[src/hw/rtl/ddmm_pkg.sv]
// ============================================================================
// ddmm_pkg: shared types and constants of the DDMM.MMMM coordinate formatter
// Decoded word layout between the front pipeline, the queue and the
// character sequencer, and the ASCII codes the sequencer emits.
// ============================================================================
package ddmm_pkg;

   localparam logic [7:0] CHAR_NUL   = 8'h00;
   localparam logic [7:0] CHAR_N     = 8'h4E;
   localparam logic [7:0] CHAR_S     = 8'h53;
   localparam logic [7:0] CHAR_E     = 8'h45;
   localparam logic [7:0] CHAR_W     = 8'h57;
   localparam logic [7:0] CHAR_DOT   = 8'h2E;
   localparam logic [7:0] CHAR_SPACE = 8'h20;
   localparam logic [7:0] CHAR_ZERO  = 8'h30;

   typedef struct packed {
      logic       op;
      logic       neg;
      logic       err;
      logic [3:0] deg_h;
      logic [3:0] deg_t;
      logic [3:0] deg_o;
      logic [3:0] min_t;
      logic [3:0] min_o;
      logic [3:0] frac_3;
      logic [3:0] frac_2;
      logic [3:0] frac_1;
      logic [3:0] frac_0;
   } ddmm_item_type;

   typedef struct packed {
      logic          valid;
      ddmm_item_type item;
   } ddmm_slot_type;

endpackage

[src/hw/rtl/ddmm_front.sv]
// ============================================================================
// ddmm_front: input pipeline of the coordinate formatter
// Takes angle words, checks the range and splits the magnitude into decimal
// degree, minute and minute-fraction digits. Slots are reserved in the queue
// at accept time, so the pipeline itself never stalls.
// ============================================================================
module ddmm_front
   import ddmm_pkg::*;
#(
   parameter int DEPTH = 16
) (
   input  logic               clock,
   input  logic               reset,
   input  logic               req_push,
   input  logic               req_op,
   input  logic signed [31:0] req_angle,
   output logic               req_full,
   input  logic               slot_free,
   output ddmm_slot_type      slot_out
);

   localparam int CW = $clog2(DEPTH + 1);
   localparam int NS = 8;

   localparam logic [31:0] LAT_LIMIT  = 32'd900000000;
   localparam logic [31:0] LON_LIMIT  = 32'd1800000000;
   localparam logic [31:0] RECIP_DEG  = 32'd3602879702;
   localparam logic [30:0] UNITS_DEG  = 31'd10000000;
   localparam logic [26:0] FRAC_MUL   = 27'd128849019;
   localparam logic [20:0] RECIP_MIN  = 21'd1717987;
   localparam logic [20:0] MIN_SCALE  = 21'd10000;

   function automatic logic [7:0] split10(input logic [6:0] v);
      logic [14:0] p;
      logic [3:0]  q;
      logic [6:0]  r;
      p = 15'(v) * 15'd205;
      q = p[14:11];
      r = v - 7'({q, 3'b000}) - 7'({q, 1'b0});
      return {q, r[3:0]};
   endfunction

   function automatic logic [7:0] div100(input logic [13:0] v);
      logic [28:0] p;
      p = 29'(v) * 29'd20972;
      return p[28:21];
   endfunction

   function automatic logic [13:0] times100(input logic [7:0] q);
      return 14'({q, 6'b0}) + 14'({q, 5'b0}) + 14'({q, 2'b0});
   endfunction

   logic          accept;
   logic [CW-1:0] count_ff, count_in;
   logic [NS-1:0] valid_ff, valid_in;
   logic [31:0]   angle_u, mag_in;

   logic          op1_ff, neg1_ff;
   logic [31:0]   mag1_ff;
   logic          err1;
   logic [62:0]   prod1;

   logic          op2_ff, neg2_ff, err2_ff;
   logic [30:0]   mag2_ff;
   logic [7:0]    deg2_ff;
   logic [30:0]   frac2;

   logic          op3_ff, neg3_ff, err3_ff;
   logic [7:0]    deg3_ff;
   logic [23:0]   frac3_ff;
   logic [50:0]   prod3;

   logic          op4_ff, neg4_ff, err4_ff;
   logic [7:0]    deg4_ff;
   logic [19:0]   m4_4_ff;
   logic [40:0]   prod4;

   logic          op5_ff, neg5_ff, err5_ff;
   logic [7:0]    deg5_ff;
   logic [19:0]   m4_5_ff;
   logic [6:0]    mins5_ff;
   logic [20:0]   mfrac5;

   logic          op6_ff, neg6_ff, err6_ff;
   logic [7:0]    deg6_ff;
   logic [6:0]    mins6_ff;
   logic [13:0]   mfrac6_ff;
   logic [7:0]    fh6, dh6;
   logic [13:0]   fl6, dl6;

   logic          op7_ff, neg7_ff, err7_ff;
   logic [6:0]    mins7_ff, fh7_ff, fl7_ff, dl7_ff;
   logic [3:0]    dh7_ff;
   ddmm_item_type item7;
   ddmm_item_type item8_ff;

   assign req_full = (count_ff == CW'(DEPTH));
   assign accept   = req_push && !req_full;
   assign valid_in = {valid_ff[NS-2:0], accept};
   assign angle_u  = req_angle;
   assign mag_in   = angle_u[31] ? (~angle_u + 32'd1) : angle_u;

   always_comb begin
      count_in = count_ff;
      if (accept && !slot_free) begin
         count_in = count_ff + CW'(1);
      end else if (!accept && slot_free) begin
         count_in = count_ff - CW'(1);
      end
   end

   always_ff @(posedge clock) begin
      if (reset) begin
         valid_ff <= '0;
         count_ff <= '0;
      end else begin
         valid_ff <= valid_in;
         count_ff <= count_in;
      end
   end

   assign err1  = mag1_ff > (op1_ff ? LON_LIMIT : LAT_LIMIT);
   assign prod1 = 63'(mag1_ff[30:0]) * 63'(RECIP_DEG);
   assign frac2 = mag2_ff - (31'(deg2_ff) * UNITS_DEG);
   assign prod3 = 51'(frac3_ff) * 51'(FRAC_MUL);
   assign prod4 = 41'(m4_4_ff) * 41'(RECIP_MIN);
   assign mfrac5 = 21'(m4_5_ff) - (21'(mins5_ff) * MIN_SCALE);
   assign fh6   = div100(mfrac6_ff);
   assign fl6   = mfrac6_ff - times100(fh6);
   assign dh6   = div100(14'(deg6_ff));
   assign dl6   = 14'(deg6_ff) - times100(dh6);

   always_comb begin
      item7.op    = op7_ff;
      item7.neg   = neg7_ff;
      item7.err   = err7_ff;
      item7.deg_h = dh7_ff;
      {item7.deg_t, item7.deg_o}   = split10(dl7_ff);
      {item7.min_t, item7.min_o}   = split10(mins7_ff);
      {item7.frac_3, item7.frac_2} = split10(fh7_ff);
      {item7.frac_1, item7.frac_0} = split10(fl7_ff);
   end

   always_ff @(posedge clock) begin
      op1_ff    <= req_op;
      neg1_ff   <= angle_u[31];
      mag1_ff   <= mag_in;

      op2_ff    <= op1_ff;
      neg2_ff   <= neg1_ff;
      err2_ff   <= err1;
      mag2_ff   <= mag1_ff[30:0];
      deg2_ff   <= prod1[62:55];

      op3_ff    <= op2_ff;
      neg3_ff   <= neg2_ff;
      err3_ff   <= err2_ff;
      deg3_ff   <= deg2_ff;
      frac3_ff  <= frac2[23:0];

      op4_ff    <= op3_ff;
      neg4_ff   <= neg3_ff;
      err4_ff   <= err3_ff;
      deg4_ff   <= deg3_ff;
      m4_4_ff   <= prod3[50:31];

      op5_ff    <= op4_ff;
      neg5_ff   <= neg4_ff;
      err5_ff   <= err4_ff;
      deg5_ff   <= deg4_ff;
      m4_5_ff   <= m4_4_ff;
      mins5_ff  <= prod4[40:34];

      op6_ff    <= op5_ff;
      neg6_ff   <= neg5_ff;
      err6_ff   <= err5_ff;
      deg6_ff   <= deg5_ff;
      mins6_ff  <= mins5_ff;
      mfrac6_ff <= mfrac5[13:0];

      op7_ff    <= op6_ff;
      neg7_ff   <= neg6_ff;
      err7_ff   <= err6_ff;
      mins7_ff  <= mins6_ff;
      fh7_ff    <= fh6[6:0];
      fl7_ff    <= fl6[6:0];
      dh7_ff    <= dh6[3:0];
      dl7_ff    <= dl6[6:0];

      item8_ff  <= item7;
   end

   assign slot_out.valid = valid_ff[NS-1];
   assign slot_out.item  = item8_ff;

`ifndef SYNTHESIS
   a_credit_bound: assert property (@(posedge clock) disable iff (reset)
      count_ff <= CW'(DEPTH))
      else $error("front: reserved slots exceed queue depth");
`endif

endmodule

[src/hw/rtl/ddmm_queue.sv]
// ============================================================================
// ddmm_queue: decoded word queue
// Small FIFO between the front pipeline and the character sequencer.
// Space is reserved by the front at accept time.
// ============================================================================
module ddmm_queue
   import ddmm_pkg::*;
#(
   parameter int DEPTH = 16
) (
   input  logic          clock,
   input  logic          reset,
   input  ddmm_slot_type in_slot,
   input  logic          pop,
   output ddmm_slot_type out_head
);

   localparam int AW = $clog2(DEPTH);
   localparam int CW = $clog2(DEPTH + 1);

   ddmm_item_type mem_ff [DEPTH];
   logic [AW-1:0] wr_ptr_ff, wr_ptr_in;
   logic [AW-1:0] rd_ptr_ff, rd_ptr_in;
   logic [CW-1:0] count_ff, count_in;
   logic          push, pop_ok;

   assign push   = in_slot.valid;
   assign pop_ok = pop && (count_ff != '0);

   always_comb begin
      wr_ptr_in = wr_ptr_ff;
      rd_ptr_in = rd_ptr_ff;
      count_in  = count_ff;
      if (push) begin
         wr_ptr_in = (wr_ptr_ff == AW'(DEPTH - 1)) ? '0 : wr_ptr_ff + AW'(1);
      end
      if (pop_ok) begin
         rd_ptr_in = (rd_ptr_ff == AW'(DEPTH - 1)) ? '0 : rd_ptr_ff + AW'(1);
      end
      if (push && !pop_ok) begin
         count_in = count_ff + CW'(1);
      end else if (!push && pop_ok) begin
         count_in = count_ff - CW'(1);
      end
   end

   always_ff @(posedge clock) begin
      if (reset) begin
         wr_ptr_ff <= '0;
         rd_ptr_ff <= '0;
         count_ff  <= '0;
      end else begin
         wr_ptr_ff <= wr_ptr_in;
         rd_ptr_ff <= rd_ptr_in;
         count_ff  <= count_in;
      end
   end

   always_ff @(posedge clock) begin
      if (push) begin
         mem_ff[wr_ptr_ff] <= in_slot.item;
      end
   end

   assign out_head.valid = (count_ff != '0);
   assign out_head.item  = mem_ff[rd_ptr_ff];

`ifndef SYNTHESIS
   a_no_overflow: assert property (@(posedge clock) disable iff (reset)
      (count_ff == CW'(DEPTH)) |-> !push || pop_ok)
      else $error("queue: write while full");
   a_no_underflow: assert property (@(posedge clock) disable iff (reset)
      pop |-> (count_ff != '0))
      else $error("queue: read while empty");
`endif

endmodule

[src/hw/rtl/ddmm_back.sv]
// ============================================================================
// ddmm_back: character sequencer
// Walks the head word of the queue into the result register, one character
// per cycle while it is free or popped; the last character frees the word.
// ============================================================================
module ddmm_back
   import ddmm_pkg::*;
(
   input  logic          clock,
   input  logic          reset,
   input  ddmm_slot_type head,
   output logic          pop,
   output logic          rsp_empty,
   input  logic          rsp_pop,
   output logic [7:0]    rsp_char_code,
   output logic          rsp_last,
   output logic          rsp_range_error
);

   typedef enum logic [3:0] {
      SLOT_HEMI   = 4'd0,
      SLOT_DEG_H  = 4'd1,
      SLOT_DEG_T  = 4'd2,
      SLOT_DEG_O  = 4'd3,
      SLOT_SPACE  = 4'd4,
      SLOT_MIN_T  = 4'd5,
      SLOT_MIN_O  = 4'd6,
      SLOT_DOT    = 4'd7,
      SLOT_FRAC_3 = 4'd8,
      SLOT_FRAC_2 = 4'd9,
      SLOT_FRAC_1 = 4'd10,
      SLOT_FRAC_0 = 4'd11
   } slot_type;

   function automatic logic [7:0] digit(input logic [3:0] d);
      return CHAR_ZERO + {4'b0000, d};
   endfunction

   slot_type      pos_ff, pos_in;
   logic          out_valid_ff, out_valid_in;
   logic [7:0]    char_ff, char_in;
   logic          last_ff, last_in;
   logic          err_ff;
   logic          load;
   ddmm_item_type it;

   assign it      = head.item;
   assign load    = head.valid && (!out_valid_ff || rsp_pop);
   assign last_in = it.err || (pos_ff == SLOT_FRAC_0);
   assign pop     = load && last_in;

   always_comb begin
      unique case (pos_ff)
         SLOT_HEMI: begin
            if (it.op) begin
               char_in = it.neg ? CHAR_W : CHAR_E;
            end else begin
               char_in = it.neg ? CHAR_S : CHAR_N;
            end
         end
         SLOT_DEG_H:  char_in = digit(it.deg_h);
         SLOT_DEG_T:  char_in = digit(it.deg_t);
         SLOT_DEG_O:  char_in = digit(it.deg_o);
         SLOT_SPACE:  char_in = CHAR_SPACE;
         SLOT_MIN_T:  char_in = digit(it.min_t);
         SLOT_MIN_O:  char_in = digit(it.min_o);
         SLOT_DOT:    char_in = CHAR_DOT;
         SLOT_FRAC_3: char_in = digit(it.frac_3);
         SLOT_FRAC_2: char_in = digit(it.frac_2);
         SLOT_FRAC_1: char_in = digit(it.frac_1);
         SLOT_FRAC_0: char_in = digit(it.frac_0);
         default:     char_in = CHAR_NUL;
      endcase
      if (it.err) begin
         char_in = CHAR_NUL;
      end
   end

   always_comb begin
      pos_in       = pos_ff;
      out_valid_in = out_valid_ff;
      if (load) begin
         out_valid_in = 1'b1;
         if (last_in) begin
            pos_in = SLOT_HEMI;
         end else if ((pos_ff == SLOT_HEMI) && !it.op) begin
            pos_in = SLOT_DEG_T;
         end else begin
            pos_in = slot_type'(pos_ff + 4'd1);
         end
      end else if (rsp_pop) begin
         out_valid_in = 1'b0;
      end
   end

   always_ff @(posedge clock) begin
      if (reset) begin
         pos_ff       <= SLOT_HEMI;
         out_valid_ff <= 1'b0;
      end else begin
         pos_ff       <= pos_in;
         out_valid_ff <= out_valid_in;
      end
   end

   always_ff @(posedge clock) begin
      if (load) begin
         char_ff <= char_in;
         last_ff <= last_in;
         err_ff  <= it.err;
      end
   end

   assign rsp_empty       = !out_valid_ff;
   assign rsp_char_code   = char_ff;
   assign rsp_last        = last_ff;
   assign rsp_range_error = err_ff;

`ifndef SYNTHESIS
   a_err_is_last: assert property (@(posedge clock) disable iff (reset)
      (out_valid_ff && err_ff) |-> last_ff)
      else $error("back: error word without last mark");
`endif

endmodule

[src/hw/rtl/coordinate_to_ddmm_ascii_unit.sv]
// ============================================================================
// coordinate_to_ddmm_ascii_unit: angle to DDMM.MMMM ASCII text formatter
// Turns a signed angle (1e-7 degree units) into hemisphere, degrees, minutes
// and minute fraction text, one character per result word.
// ============================================================================
// Input channel: req_op selects latitude (0) or longitude (1); req_angle is
// taken when req_push is high and req_full is low.
// Result channel: one character per word while rsp_empty is low, taken with
// rsp_pop. Latitude gives 11 words, longitude 12, an out-of-range angle one
// error word (code 0, last and range_error set).
// An angle's first character reaches the result ports through the 8 digit
// pipeline stages (the accept edge loads the first), the queue write and
// the result register; it can be popped as soon as it is shown.
// Throughput: one character per cycle while the receiver pops, set by the
// single character sequencer; later angles wait in the queue until it is free.
// DEPTH words can be in flight between the input and the sequencer; req_full
// rises when all are reserved.
// A stalled receiver holds the current character; the queue fills and then
// req_full holds off new angles. Nothing is lost.
// Reset empties pipeline, queue and result register and rewinds the sequencer.
// ============================================================================
module coordinate_to_ddmm_ascii_unit
   import ddmm_pkg::*;
#(
   parameter int DEPTH = 16
) (
   input  logic               clock,
   input  logic               reset,
   input  logic               req_push,
   output logic               req_full,
   input  logic               req_op,
   input  logic signed [31:0] req_angle,
   output logic               rsp_empty,
   input  logic               rsp_pop,
   output logic [7:0]         rsp_char_code,
   output logic               rsp_last,
   output logic               rsp_range_error
);

   ddmm_slot_type front_slot;
   ddmm_slot_type queue_head;
   logic          queue_pop;

   ddmm_front #(
      .DEPTH (DEPTH)
   ) u_front (
      .clock     (clock),
      .reset     (reset),
      .req_push  (req_push),
      .req_op    (req_op),
      .req_angle (req_angle),
      .req_full  (req_full),
      .slot_free (queue_pop),
      .slot_out  (front_slot)
   );

   ddmm_queue #(
      .DEPTH (DEPTH)
   ) u_queue (
      .clock    (clock),
      .reset    (reset),
      .in_slot  (front_slot),
      .pop      (queue_pop),
      .out_head (queue_head)
   );

   ddmm_back u_back (
      .clock           (clock),
      .reset           (reset),
      .head            (queue_head),
      .pop             (queue_pop),
      .rsp_empty       (rsp_empty),
      .rsp_pop         (rsp_pop),
      .rsp_char_code   (rsp_char_code),
      .rsp_last        (rsp_last),
      .rsp_range_error (rsp_range_error)
   );

endmodule

[config.mk]
export PLATFORM = sky130hd
export DESIGN_NAME = coordinate_to_ddmm_ascii_unit
export DESIGN_NICKNAME = d
export VERILOG_FILES = /design/src/hw/rtl/ddmm_pkg.sv /design/src/hw/rtl/ddmm_front.sv /design/src/hw/rtl/ddmm_queue.sv /design/src/hw/rtl/ddmm_back.sv /design/src/hw/rtl/coordinate_to_ddmm_ascii_unit.sv
export SDC_FILE = /design/constraint.sdc
export NUM_CORES = 2
export LEC_CHECK = 0
export BUFFER_PORTS_ARGS = -buffer_cell sky130_fd_sc_hd__buf_2
export CORE_UTILIZATION = 50
export DETAILED_ROUTE_END_ITERATION = 16
export PLACE_DENSITY = 0.69
export RECOVER_POWER = 50
export SKIP_CTS_REPAIR_TIMING = 1
export SLEW_MARGIN = 20
export SYNTH_ARGS = -nofsm -noshare
export SYNTH_HDL_FRONTEND = slang
export SYNTH_SLANG_ARGS = --single-unit
[constraint.sdc]
create_clock -name clock -period 9.5 [get_ports clock]
set_clock_uncertainty 0.05 [all_clocks]
set_input_delay 0.475 -clock clock [delete_from_list [all_inputs] [get_ports clock]]
set_output_delay 0.475 -clock clock [all_outputs]
set_load 0.01 [all_outputs]
==> metrics.json <==
{
  "placement": {
    "portBuffers": 47,
    "detailed_place_hpwl_um": 139900,
    "placer_s_final_routability_congestion_estimate": 0.9831
  },
  "synthesis": {
    "ys_top_cells_by_area": "fa_1 (27%), edfxtp_1 (23%), ha_1 (19%), dfxtp_1 (7.9%), inv_1 (7.8%)",
    "ys_seq_elements": 905,
    "mapped_nets": 8334,
    "yosysMostFrequentCell": "inv_1",
    "yosysSeqAreaShare_pct": 31.25,
    "postSynth.asyncResetShare_pct": 0,
    "synth_enable_flop_cells": 601,
    "yosysWarningCount": 0,
    "synthesis.instances": 6070,
    "synthesis.area_per_instance_um2": 12.72,
    "post_synth_num_cell_types": 76,
    "synth.cell_area_um2": 77220,
    "netlist.top_cell.by_area": "fa_1",
    "synth_ff_type": "edfxtp_1",
    "post_synth_most_frequent_cells": "inv_1 (1602), ha_1 (1194), fa_1 (1033), edfxtp_1 (601), dfxtp_1 (304)",
    "post-synth-top-area-fraction_pct": 26.78
  },
  "routing": {
    "drt_drc_violations_left": 0,
    "num_vias": 44580,
    "antenna_left": 0,
    "routed_via_density": 5.371,
    "postRouteWirelength_um": 179100,
    "routedWlPerCell_um": 21.58,
    "drtPass1Iterations": 6,
    "drt_first_iter_violations": 2905
  },
  "setup_path": {
    "timing.critical_path.to_type": "flip-flop",
    "timing.critical_path.slowest_cell_delay_ps": 860,
    "crit_chain": "inv_1, ha_1, inv_1, fa_1, inv_1, fa_1, inv_1, fa_1, inv_1, fa_1, fa_1, fa_1, fa_1, ha_1, nand2_1, nor3_1, and3_1, o211ai_1, and4b_1, o31ai_1, a21oi_1, xnor2_1",
    "path_type_of_the_worst_setup_path": "flip-flop to flip-flop",
    "cp_slowest_cell": "o31ai_1",
    "critPathArrivalTime_ps": 8760,
    "reg2reg_depth": 22,
    "cp.required_ps": 10010,
    "cp_max_fo": 9,
    "setup.reg_to_reg.worst_slack_ps": 1250,
    "path_common_cell": "fa_1",
    "timing.rr.end": "u_front.deg2_ff[4]$_DFF_P_",
    "crit-reg2reg-launch": "u_front.mag1_ff[6]$_DFF_P_",
    "timing.critical_path.from_type": "flip-flop"
  },
  "floorplanning": {
    "fp.dieH_um": 395.0,
    "initial_core_util_pct": 50.59,
    "core_area_um2": 152600,
    "floorplan.rows": 143,
    "floorplan.io_pins": 49,
    "floorplan.die_area_um2": 156000,
    "fp.dieW_um": 395.0
  },
  "worst_hold_path": {
    "hold_path_depth": 2,
    "min_path_type": "primary input to flip-flop",
    "timing.hold.worst.start": "req_angle[11]",
    "hold-path-endpoint": "u_front.mag1_ff[11]$_DFF_P_"
  },
  "final_layout": {
    "nets": 8454,
    "final_layout_size_suffix_gt1_share_pct": 7.002,
    "area.growth.synth_to_final_pct": 7.854,
    "antenna_diode_count": 0
  },
  "global_route": {
    "overflow": 0,
    "initial_antenna_violation_count": 5,
    "number_of_global_route_vias_before_repair": 48650,
    "first_pass_grt_wire_length_um": 282700,
    "grt_max_degree": 93,
    "grt_util_all_layers_pct": 23.84
  },
  "timing": {
    "maxSlewViolCount": 34,
    "max_clock_freq_mhz": 121.2,
    "finalSetupTns_ps": 0,
    "max_slew_margin_pct": -30.09,
    "final-hold-violation-count": 2,
    "grt_setup_unrepaired": "no",
    "final_setup_violation_count": 0,
    "period_needed_ps": 8249,
    "fin_worst_hold_slack_ps": -5.217,
    "worst_pin_slew_ps": 1951,
    "post-route-period-util_pct": 86.83
  },
  "clock_network": {
    "clock-root-buffer": "clkbuf_16",
    "tritoncts": "built",
    "tritoncts_num_sinks": 905,
    "cts_inserted_buffers": 92,
    "max_buffers_root_to_sink": 3,
    "insertion_delay_to_the_later_sink_of_the_worst_skew_pair_ps": 720,
    "htree_num_levels": 3,
    "worst_setup_hold_path_clk_slew_ps": 60
  },
  "outcome": {
    "violations": "negative hold slack, max-capacitance violations, max-slew violations",
    "run_status": "complete, but fails checks"
  },
  "flow_run": {
    "maxCapViolations": 1
  }
}
==> worst max-delay path, delay by kind of cell, from the launching register on <==
kind / cells / cell delay, ps
and+or+nand+nor: 4 / 1290
DFF: 1 / 650
buffers and inverters: 5 / 490
xor gates and xnor gates: 1 / 160
adders and majority gates: 9 / 4190
AOI/OAI and AO/OA: 3 / 1290
==> layout by cell type (no fill, tap or decap), types with 48 or more instances in the layout <==
master | Yosys | final
ha_1 | 1194 | 1194
edfxtp_1 | 601 | 601
mux4_2 | 185 | 185
xor2_1 | 48 | 48
a21oi_1 | 133 | 133
nand2_1 | 90 | 90
clkbuf_16 | 0 | 92
inv_1 | 1602 | 1602
o21ai_0 | 71 | 71
nor2_1 | 114 | 114
xnor2_1 | 139 | 139
a21o_1 | 86 | 86
fa_1 | 1033 | 1033
dfxtp_1 | 304 | 300
==> cell families (layout without fill, tap and decap cells) <==
group	count (synthesis)	after routing	share of synthesized area [%]
AOI/OAI and AO/OA	449	449	3.842
adders and majority gates	2227	2227	46.13
buffers and inverters	1662	1862	8.115
xor gates and xnor gates	191	191	2.238
DFF	905	905	31.25
other	1	1	0.004856
muxes	192	192	5.490
and+or+nand+nor	443	443	2.930
==> worst max path at each step <==
stage | startpoint | to | slack, ps | depth (start not counted)
after global routing | u_front.mag1_ff[6]$_DFF_P_ | u_front.deg2_ff[4]$_DFF_P_ | 1100 | 22
after CTS | u_front.mag1_ff[6]$_DFF_P_ | u_front.deg2_ff[4]$_DFF_P_ | 1450 | 22
final | u_front.mag1_ff[6]$_DFF_P_ | u_front.deg2_ff[4]$_DFF_P_ | 1250 | 22
after detailed placement | u_front.mag1_ff[6]$_DFF_P_ | u_front.deg2_ff[6]$_DFF_P_ | 1470 | 23
after global placement | u_front.mag1_ff[6]$_DFF_P_ | u_front.deg2_ff[4]$_DFF_P_ | 1510 | 22
after floorplan | u_front.mag1_ff[6]$_DFF_P_ | u_front.deg2_ff[6]$_DFF_P_ | 2900 | 23
==> metal layers <==
layer | routed length, µm | part of all wire, % | up-vias | track usage, %
met5 | 13 | 0.0073 | - | 0
met4 | 5122 | 2.9 | 2 | 6.444
met3 | 10420 | 5.8 | 291 | 3.604
met2 | 89120 | 50 | 1194 | 40.54
met1 | 74440 | 42 | 22930 | 31.80
li1 | - | - | 20170 | -
==> area by class of cell <==
class                   instances  area (µm²)
clock inverters                52       696.9
fillers                     12620       69340
multi-input cells            3503       46840
well taps                    2030        2540
clock buffers                 122        2475
repair buffers                 86       568.0
inverters                    1602        6013
flip-flops and latches        905       24150
==> per-stage QoR <==
| step | worst slack (ps) | std cells | instance area, µm² | hold slack (ps) | util (%) |
|---|---|---|---|---|---|
| after detailed placement | 1474 | 8108 | 79950 | 262.1 | 52.38 |
| after global routing | 1095 | 8300 | 83280 | 5.511 | 54.57 |
| after global placement | 1513 | 8108 | 79950 | 259.6 | 52.38 |
| after floorplan | 2900 | 6070 | 77220 | 259.6 | - |
| final | 1251 | 8300 | 83280 | -5.217 | 54.57 |
| after CTS | 1451 | 8282 | 83120 | -200.5 | 54.46 |
==> state kept, by name, indices dropped and copies added (netlist names), 8 cells and up, named ones only <==
| signal | cells |
|---|---|
| u_queue.mem_ff | 592 |
| u_front.slot_out | 37 |
| u_front.mag1_ff | 32 |
| u_front.frac3_ff | 24 |
| u_front.mag2_ff | 24 |
| u_front.m4_4_ff | 20 |
| u_front.m4_5_ff | 14 |
| u_front.mfrac6_ff | 14 |
| u_front.deg2_ff | 8 |
| u_front.deg3_ff | 8 |
| u_front.deg4_ff | 8 |
| u_front.deg5_ff | 8 |
| u_front.deg6_ff | 8 |
| u_front.valid_ff | 8 |
Power is left out: the tool's default activity adds up to more than one toggle a clock period on the data nets, which glitch-free logic cannot reach.
